$ cat config.mk
export PLATFORM = sky130hd
export DESIGN_NAME = feal_key_schedule
export DESIGN_NICKNAME = d
export VERILOG_FILES = /design/src/feal_ks_pkg.sv /design/src/feal_ks_cell.sv /design/src/feal_key_schedule.sv
export SDC_FILE = /design/constraint.sdc
export NUM_CORES = 1
export LEC_CHECK = 0
export ABC_AREA = 1
export BUFFER_PORTS_ARGS = -buffer_cell sky130_fd_sc_hd__buf_4
export CAP_MARGIN = 40
export CORE_AREA = 2 2 321 323
export CTS_CLUSTER_DIAMETER = 100
export DETAILED_ROUTE_END_ITERATION = 6
export DIE_AREA = 0 0 323 325
export MAX_ROUTING_LAYER = met4
export PLACE_DENSITY_LB_ADDON = 0.05
export RECOVER_POWER = 25
export SETUP_SLACK_MARGIN = 0.15
export SYNTH_ARGS = -nofsm -noshare
export SYNTH_HDL_FRONTEND = slang
export SYNTH_SLANG_ARGS = --single-unit
$ cat constraint.sdc
create_clock -name clock -period 30.7 [get_ports clock]
set_clock_uncertainty 0.2 [all_clocks]
set_input_delay 4.605 -clock clock [delete_from_list [all_inputs] [get_ports clock]]
set_output_delay 4.605 -clock clock [all_outputs]
set_load 0.02 [all_outputs]
$ cat src/feal_ks_pkg.sv
`timescale 1ns / 1ps
`default_nettype none
// ----------------------------------------------------------------------------
// feal_ks_pkg
// Shared constants, types and the FEAL key function for the key schedule.
// ----------------------------------------------------------------------------
package feal_ks_pkg;

   // number of subkey words per key, one cell per round
   localparam int ROUNDS = 6;

   localparam int KEY_W    = 64;
   localparam int WORD_W   = 32;
   localparam int IDX_W    = 3;
   localparam int BYTE_W   = 8;
   localparam int REQ_TD_W = 64;
   // subkey word and index packed, padded to whole bytes
   localparam int RSP_TD_W = ((WORD_W + IDX_W + BYTE_W - 1) / BYTE_W) * BYTE_W;
   localparam int PAD_W    = RSP_TD_W - WORD_W - IDX_W;

   // round state carried from cell to cell
   typedef struct packed {
      logic [WORD_W-1:0] a;
      logic [WORD_W-1:0] b;
      logic [WORD_W-1:0] d;
   } ks_state_type;

   // s-box: add with carry-in t, keep 8 bits, rotate left by two
   function automatic logic [BYTE_W-1:0] sbox_t(
      input logic [BYTE_W-1:0] x,
      input logic [BYTE_W-1:0] y,
      input logic              t
   );
      logic [BYTE_W-1:0] s;
      s = x + y + {{(BYTE_W-1){1'b0}}, t};
      return {s[BYTE_W-3:0], s[BYTE_W-1:BYTE_W-2]};
   endfunction

   // key function fk, byte 0 least significant
   function automatic logic [WORD_W-1:0] key_fn(
      input logic [WORD_W-1:0] a,
      input logic [WORD_W-1:0] b
   );
      logic [BYTE_W-1:0] lo;
      logic [BYTE_W-1:0] hi;
      logic [BYTE_W-1:0] f0;
      logic [BYTE_W-1:0] f1;
      logic [BYTE_W-1:0] f2;
      logic [BYTE_W-1:0] f3;
      lo = a[7:0] ^ a[15:8];
      hi = a[23:16] ^ a[31:24];
      f1 = sbox_t(lo, hi ^ b[7:0], 1'b1);
      f2 = sbox_t(hi, f1 ^ b[15:8], 1'b0);
      f0 = sbox_t(a[7:0], f1 ^ b[23:16], 1'b0);
      f3 = sbox_t(a[31:24], f2 ^ b[31:24], 1'b1);
      return {f3, f2, f1, f0};
   endfunction

endpackage
`default_nettype wire

$ cat src/feal_ks_cell.sv
`timescale 1ns / 1ps
`default_nettype none
// ----------------------------------------------------------------------------
// feal_ks_cell
// One round of the key schedule: holds a round state, computes fk and hands
// the updated state to the next cell.
// ----------------------------------------------------------------------------
module feal_ks_cell (
   input  wire logic                     clock,
   input  wire logic                     reset,
   input  wire logic                     advance,
   input  wire logic                     prev_valid,
   input  wire feal_ks_pkg::ks_state_type prev_state,
   output      logic                     valid,
   output      logic [feal_ks_pkg::WORD_W-1:0] word,
   output      feal_ks_pkg::ks_state_type next_state
);
   import feal_ks_pkg::*;

   logic         valid_ff;
   logic         valid_in;
   ks_state_type state_ff;
   ks_state_type state_in;

   // take the neighbour's item whenever the chain moves
   always_comb begin
      valid_in = advance ? prev_valid : valid_ff;
      state_in = advance ? prev_state : state_ff;
   end

   always_ff @(posedge clock) begin
      if (reset) begin
         valid_ff <= 1'b0;
      end else begin
         valid_ff <= valid_in;
      end
   end

   always_ff @(posedge clock) begin
      state_ff <= state_in;
   end

   // round function and shifted state
   always_comb begin
      word         = key_fn(state_ff.a, state_ff.b ^ state_ff.d);
      next_state.d = state_ff.a;
      next_state.a = state_ff.b;
      next_state.b = word;
   end

   assign valid = valid_ff;

endmodule
`default_nettype wire

$ cat src/feal_key_schedule.sv
`timescale 1ns / 1ps
`default_nettype none
// ----------------------------------------------------------------------------
// feal_key_schedule
// FEAL key schedule: one 64-bit key in, ROUNDS 32-bit subkey words out.
// ----------------------------------------------------------------------------
//  channel | dir | payload
//  req_    | in  | tdata[63:0] key
//  rsp_    | out | tdata[31:0] subkey_word, [34:32] word_index; tlast last
//
//  A key walks down a chain of ROUNDS round cells, one cell per cycle while
//  rsp_tready does not stall; the cell it sits in yields that round's word into
//  the output register. One word leaves per cycle unless stalled; the next key
//  is taken at the edge where the previous one leaves the last cell.
//  Reset (synchronous) empties the chain and the output register.
//  A stall on rsp_tready freezes the whole chain.
// ----------------------------------------------------------------------------
module feal_key_schedule (
   input  wire logic                              clock,
   input  wire logic                              reset,
   input  wire logic                              req_tvalid,
   output      logic                              req_tready,
   input  wire logic [feal_ks_pkg::REQ_TD_W-1:0]  req_tdata,  // key
   output      logic                              rsp_tvalid,
   input  wire logic                              rsp_tready,
   output      logic [feal_ks_pkg::RSP_TD_W-1:0]  rsp_tdata,  // subkey_word, word_index
   output      logic                              rsp_tlast   // last
);
   import feal_ks_pkg::*;

   logic                       advance;
   logic                       busy;
   logic                       any_valid;
   logic                       accept;
   logic [ROUNDS-1:0]          cell_valid;
   logic [WORD_W-1:0]          cell_word  [ROUNDS];
   ks_state_type               cell_next  [ROUNDS];
   ks_state_type               load_state;

   logic                       rsp_valid_ff;
   logic                       rsp_valid_in;
   logic [WORD_W-1:0]          rsp_word_ff;
   logic [WORD_W-1:0]          rsp_word_in;
   logic [IDX_W-1:0]           rsp_idx_ff;
   logic [IDX_W-1:0]           rsp_idx_in;
   logic                       rsp_last_ff;
   logic                       rsp_last_in;

   // chain moves when the output register is free or being drained
   assign advance = !rsp_valid_ff || rsp_tready;

   // a new key may enter once every cell but the last is empty
   always_comb begin
      busy = 1'b0;
      for (int k = 0; k < ROUNDS - 1; k++) begin
         busy = busy | cell_valid[k];
      end
   end

   assign req_tready = advance && !busy;
   assign accept     = req_tvalid && req_tready;

   // initial round state from the key
   always_comb begin
      load_state.a = req_tdata[WORD_W-1:0];
      load_state.b = req_tdata[KEY_W-1:WORD_W];
      load_state.d = '0;
   end

   // chain of round cells
   for (genvar k = 0; k < ROUNDS; k++) begin : g_cell
      if (k == 0) begin : g_first
         feal_ks_cell u_cell (
            .clock      (clock),
            .reset      (reset),
            .advance    (advance),
            .prev_valid (accept),
            .prev_state (load_state),
            .valid      (cell_valid[k]),
            .word       (cell_word[k]),
            .next_state (cell_next[k])
         );
      end else begin : g_rest
         feal_ks_cell u_cell (
            .clock      (clock),
            .reset      (reset),
            .advance    (advance),
            .prev_valid (cell_valid[k-1]),
            .prev_state (cell_next[k-1]),
            .valid      (cell_valid[k]),
            .word       (cell_word[k]),
            .next_state (cell_next[k])
         );
      end
   end

   // pick the word of the one occupied cell
   always_comb begin
      any_valid   = |cell_valid;
      rsp_word_in = rsp_word_ff;
      rsp_idx_in  = rsp_idx_ff;
      rsp_last_in = rsp_last_ff;
      if (advance) begin
         for (int k = 0; k < ROUNDS; k++) begin
            if (cell_valid[k]) begin
               rsp_word_in = cell_word[k];
               rsp_idx_in  = IDX_W'(k);
               rsp_last_in = (k == ROUNDS - 1);
            end
         end
      end
      rsp_valid_in = advance ? any_valid : rsp_valid_ff;
   end

   // output register
   always_ff @(posedge clock) begin
      if (reset) begin
         rsp_valid_ff <= 1'b0;
      end else begin
         rsp_valid_ff <= rsp_valid_in;
      end
   end

   always_ff @(posedge clock) begin
      rsp_word_ff <= rsp_word_in;
      rsp_idx_ff  <= rsp_idx_in;
      rsp_last_ff <= rsp_last_in;
   end

   assign rsp_tvalid = rsp_valid_ff;
   assign rsp_tdata  = {{PAD_W{1'b0}}, rsp_idx_ff, rsp_word_ff};
   assign rsp_tlast  = rsp_last_ff;

endmodule
`default_nettype wire
Word-level counts from Yosys, hierarchy flattened
Index checks and enable logic that the tools add are counted.
- bits in registers: 587
- input port bits: 68
- logic and storage cells: 134
- $add $sub $neg: 36
- mux-type cells: 16
- bitwise logic cells: 45
- reductions and logical operators: 9
- operators with widths (kind ; number):
    8-bit bitwise XOR ; 36
    8-bit adder ; 24
    32-bit two-way mux ; 6
    32-bit bitwise XOR ; 5
    8-bit by 1-bit adder with 8-bit output (second input constant) ; 12
    3-bit two-way mux ; 4
    1-bit two-way mux ; 6
    6-bit nonzero test ; 1
    6-bit OR reduction ; 1
    1-bit bitwise OR ; 4
    1-bit logical AND ; 2
    1-bit zero test ; 2
    2-bit AND reduction ; 1
    2-bit OR reduction ; 1
    1-bit logical OR ; 1

Logic depth before layout (Yosys ltp)
- depth after elaboration: 15
- mapped depth: 38

By module
From an unflattened synthesis, not the netlist that was laid out.
- cell total of the unflattened synthesis: 3783
- area total of the unflattened synthesis: 38149.1 µm²
- by module, submodules not included (module ; instances ; cells each ; area each (µm²)):
    feal_ks_cell at g_cell[2].g_rest.u_cell ... ; 3 ; 526 ; 5778.0
    feal_ks_cell at g_cell[0].g_first.u_cell ... ; 2 ; 531 ; 5780.5
    feal_ks_cell at g_cell[5].g_rest.u_cell ; 1 ; 532 ; 5861.9
    feal_key_schedule ; 1 ; 611 ; 3392.0

Least setup slack after synthesis
OpenSTA, ideal clock, no wires.
- path kind: input -> output
- start point: input rsp_tready
- end point: output req_tready
- arrival: 16063 ps
- data required time: 25895 ps
- path slack: 9832 ps
- cell stages on the path: 4
- buffers on the path: 0
- path through: nor2_1 > inv_1 > nand2_1 > nor2_1
- longest elaborated chain between the ends: 2
- RTL lines (item ; RTL line ; RTL):
    start, declared ; feal_key_schedule.sv:25 ; input wire logic rsp_tready,
    1-bit logical OR ; feal_key_schedule.sv:50 ; assign advance = !rsp_valid_ff || rsp_tready;
    named net advance ; feal_key_schedule.sv:31 ; logic advance;
    1-bit logical AND ; feal_key_schedule.sv:60 ; assign req_tready = advance && !busy;
    end, declared ; feal_key_schedule.sv:22 ; output logic req_tready,
The timed path passes the listed nets, and every way through them passes these cells.

Worst setup path in the final report
Same ends and word-level chain as after synthesis.

==> flow_metrics.tcl <==
set metrics [dict create \
    netlist_area_mm2 0.0303 \
    finalHoldViolCount 0 \
    fin_crit_ps 10750 \
    status "finished clean" \
    vias_per_cell 4.54 \
    die_y_um 325 \
    hold_buffers 0 \
    placementRows 117 \
    drv_slew 0 \
    synth.largest_area_cell "edfxtp_1" \
    utilization_pct 35.1 \
    die_w_um 323 \
    synthCells 2486 \
    min_path_cells 0 \
    crit_required_ps 25900 \
    clk_pin_slew_ps 60 \
    rsz0062_at_grt "no" \
    dieArea_mm2 0.105 \
    synth_top_cell_area_share_pct 57.5 \
    drcViolationCount 0 \
    nets 2946 \
    cts_sinks 587 \
    ios 111 \
    synthArstFlopShare_pct 0 \
    post_cts_buffers 0 \
    yosysWarningCount 0 \
    postRouteAntennaNets 0 \
    clockBufferDepth 3 \
    htreeDepth 3 \
    drive_above_1_share_pct 9.81 \
    clock_latency_ps 640 \
    wl_per_cell_um 24.3 \
    core_mm2 0.101 \
    clock-root-buffer "clkbuf_16" \
    grt_pass1_vias 19300 \
    syn_to_final_growth_pct 17.3 \
    firstDrtPassIters 6 \
    cts_buffers 75 \
    worst_setup_path_start_kind "primary input" \
    hp-class "reg2reg" \
    ys.flop_type "edfxtp_1" \
    drt_iter0_markers 1374 \
    maxCapViolations 0 \
    dp_hpwl_um 80800 \
    wl_um 100000 \
    arrival_ps 5950 \
    synth_seq_area_share_pct 57.9 \
    grt_pass1_wl_um 141000 \
    place_congestion 0.870 \
    ys_ff_latch 587 \
    setup-violations-final 0 \
    ff2ff_path_depth 32 \
    timing.slew.headroom_pct 40.4 \
    setup_tns_ps 0 \
    cp_max_fo 95 \
    initial_core_util_pct 29.9 \
    finalCritPeriodShare_pct 35.0 \
    path_class "in2out" \
    num_vias 18700 \
    tightest_slew_ps 891 \
    cts_tree "done" \
    synth.area.top_cells "edfxtp_1 (57%), xor2_1 (9.3%), ha_1 (6.9%), xnor2_1 (6.9%), nand2_1 (4.3%)" \
    avgSynthCellArea_um2 12.2 \
    synth_edf_count 580 \
    grt_start_max_net_pins 96 \
    grt-ovfl-total 0 \
    ctsResizeCount 0 \
    synth_cell_types 46 \
    port_buffers 105 \
    critPathCaptureType "output pin" \
    antenna_found_initial 0 \
    max_freq_mhz 93.0 \
    grt_use_total_pct 19.8 \
]
==> cell families (layout without fill, tap and decap cells) <==
group           count (synthesis)  in the layout  share of synthesized area [%]
flops                         587            587                           57.9
xor+xnor                      565            565                           16.4
simple gates                  586            586                           8.28
buf+inv                       272            524                           3.45
other cells                     1              6                         0.0124
compound gates                283            283                           5.37
fa+ha+maj                     192            192                           8.52
==> worst paths after layout <==
path	startpoint	endpoint	slack, ps
setup / recovery	rsp_tready	req_tready	19950
hold / removal	g_cell[1].g_rest.u_cell.next_state[73]	g_cell[2].g_rest.u_cell.next_state[9]	270
setup reg to reg	g_cell[3].g_rest.u_cell.next_state[24]	rsp_word_ff[24]	23200
hold reg to reg	g_cell[1].g_rest.u_cell.next_state[73]	g_cell[2].g_rest.u_cell.next_state[9]	270
==> flip-flops by register name, summed over array words and instances, names as in the netlist, 3 cells and up <==
| register | flops |
|---|---|
| g_cell.g_first.u_cell.next_state | 64 |
| g_cell.g_rest.u_cell.next_state | 320 |
| rsp_word_ff | 32 |
| g_cell.g_rest.u_cell.valid | 5 |
| g_cell.g_rest.u_cell.state_ff | 160 |
| rsp_idx_ff | 3 |
==> synthesized netlist by cell type, types with 2 or more instances <==
cell and n:
o31ai_1 6, a21oi_1 143, nor3_1 7, or2_2 8, a22oi_1 3, xnor2_2 2
o2111ai_1 3, o211ai_1 18, dfxtp_1 7, a21boi_0 2, nand3b_1 17, xnor2_1 238
ha_1 168, xor2_2 2, fa_1 24, a221oi_1 2, xor2_1 323, o2bb2ai_1 2
buf_2 5, clkinv_1 2, inv_1 241, a311oi_1 2, o21a_1 2, nand2_2 2
a211oi_1 5, buf_1 2, o22ai_1 11, nand3_1 99, nand4_1 20, o21ai_0 53
and2_1 11, nor2_1 71, nand2_1 349, o21bai_1 9, clkbuf_1 17, a31oi_1 13
o221ai_1 5, buf_4 5, edfxtp_1 580
==> cell usage in the layout (no fill, tap or decap), drive strengths merged, types with 11 or more instances in the layout <==
cell type / netlist / final
o22ai: 11 / 11
clkbuf: 17 / 93
a21oi: 143 / 143
nand4: 20 / 20
clkinv: 2 / 29
ha: 168 / 168
o211ai: 18 / 18
nand3: 99 / 99
nand3b: 17 / 17
fa: 24 / 24
buf: 12 / 148
a31oi: 13 / 13
inv: 241 / 246
edfxtp: 580 / 580
nand2: 351 / 351
o21ai: 53 / 53
and2: 11 / 11
xor2: 325 / 325
xnor2: 240 / 240
nor2: 72 / 72
==> cell type report <==
type | instances | area [um^2]
Timing Repair Buffer | 148 | 1280
Clock inverter | 40 | 390
Fill cell | 10000 | 65700
Multi-Input combinational cell | 1631 | 11700
Clock buffer | 93 | 1990
Sequential cell | 587 | 17600
Tap cell | 1368 | 1710
Inverter | 243 | 920
Antenna cell | 1 | 2.50
==> critical path: stages <==
cell and delay [ps]:
buf_4 110, nor2_1 390, buf_4 260, inv_8 190, nand2_1 140, nor2_1 60
buf_4 180
==> metal layers <==
layer / GRT usage [%] / part of all wire, % / wire, um / vias to the layer above
met4: 7.92 / 4.2 / 4230 / 0
met5: - / 0 / 0 / -
met1: 24.8 / 44 / 44000 / 9080
li1: - / - / - / 8992
met2: 32.4 / 49 / 48800 / 442
met3: 2.42 / 3.0 / 3040 / 155
==> through the flow <==
stage	hold WS, ps	worst slack [ps]	std cells	area [um^2]
after floorplan	206	9830	2490	30300
final	268	19950	4111	35600
after detailed placement	256	19900	3977	33200
after global routing	268	19760	4110	35600
after CTS	266	19890	4110	35600
after global placement	252	19500	3966	32900
Power is left out: the tool's default activity adds up to more than one toggle a clock period on the data nets, which glitch-free logic cannot reach.
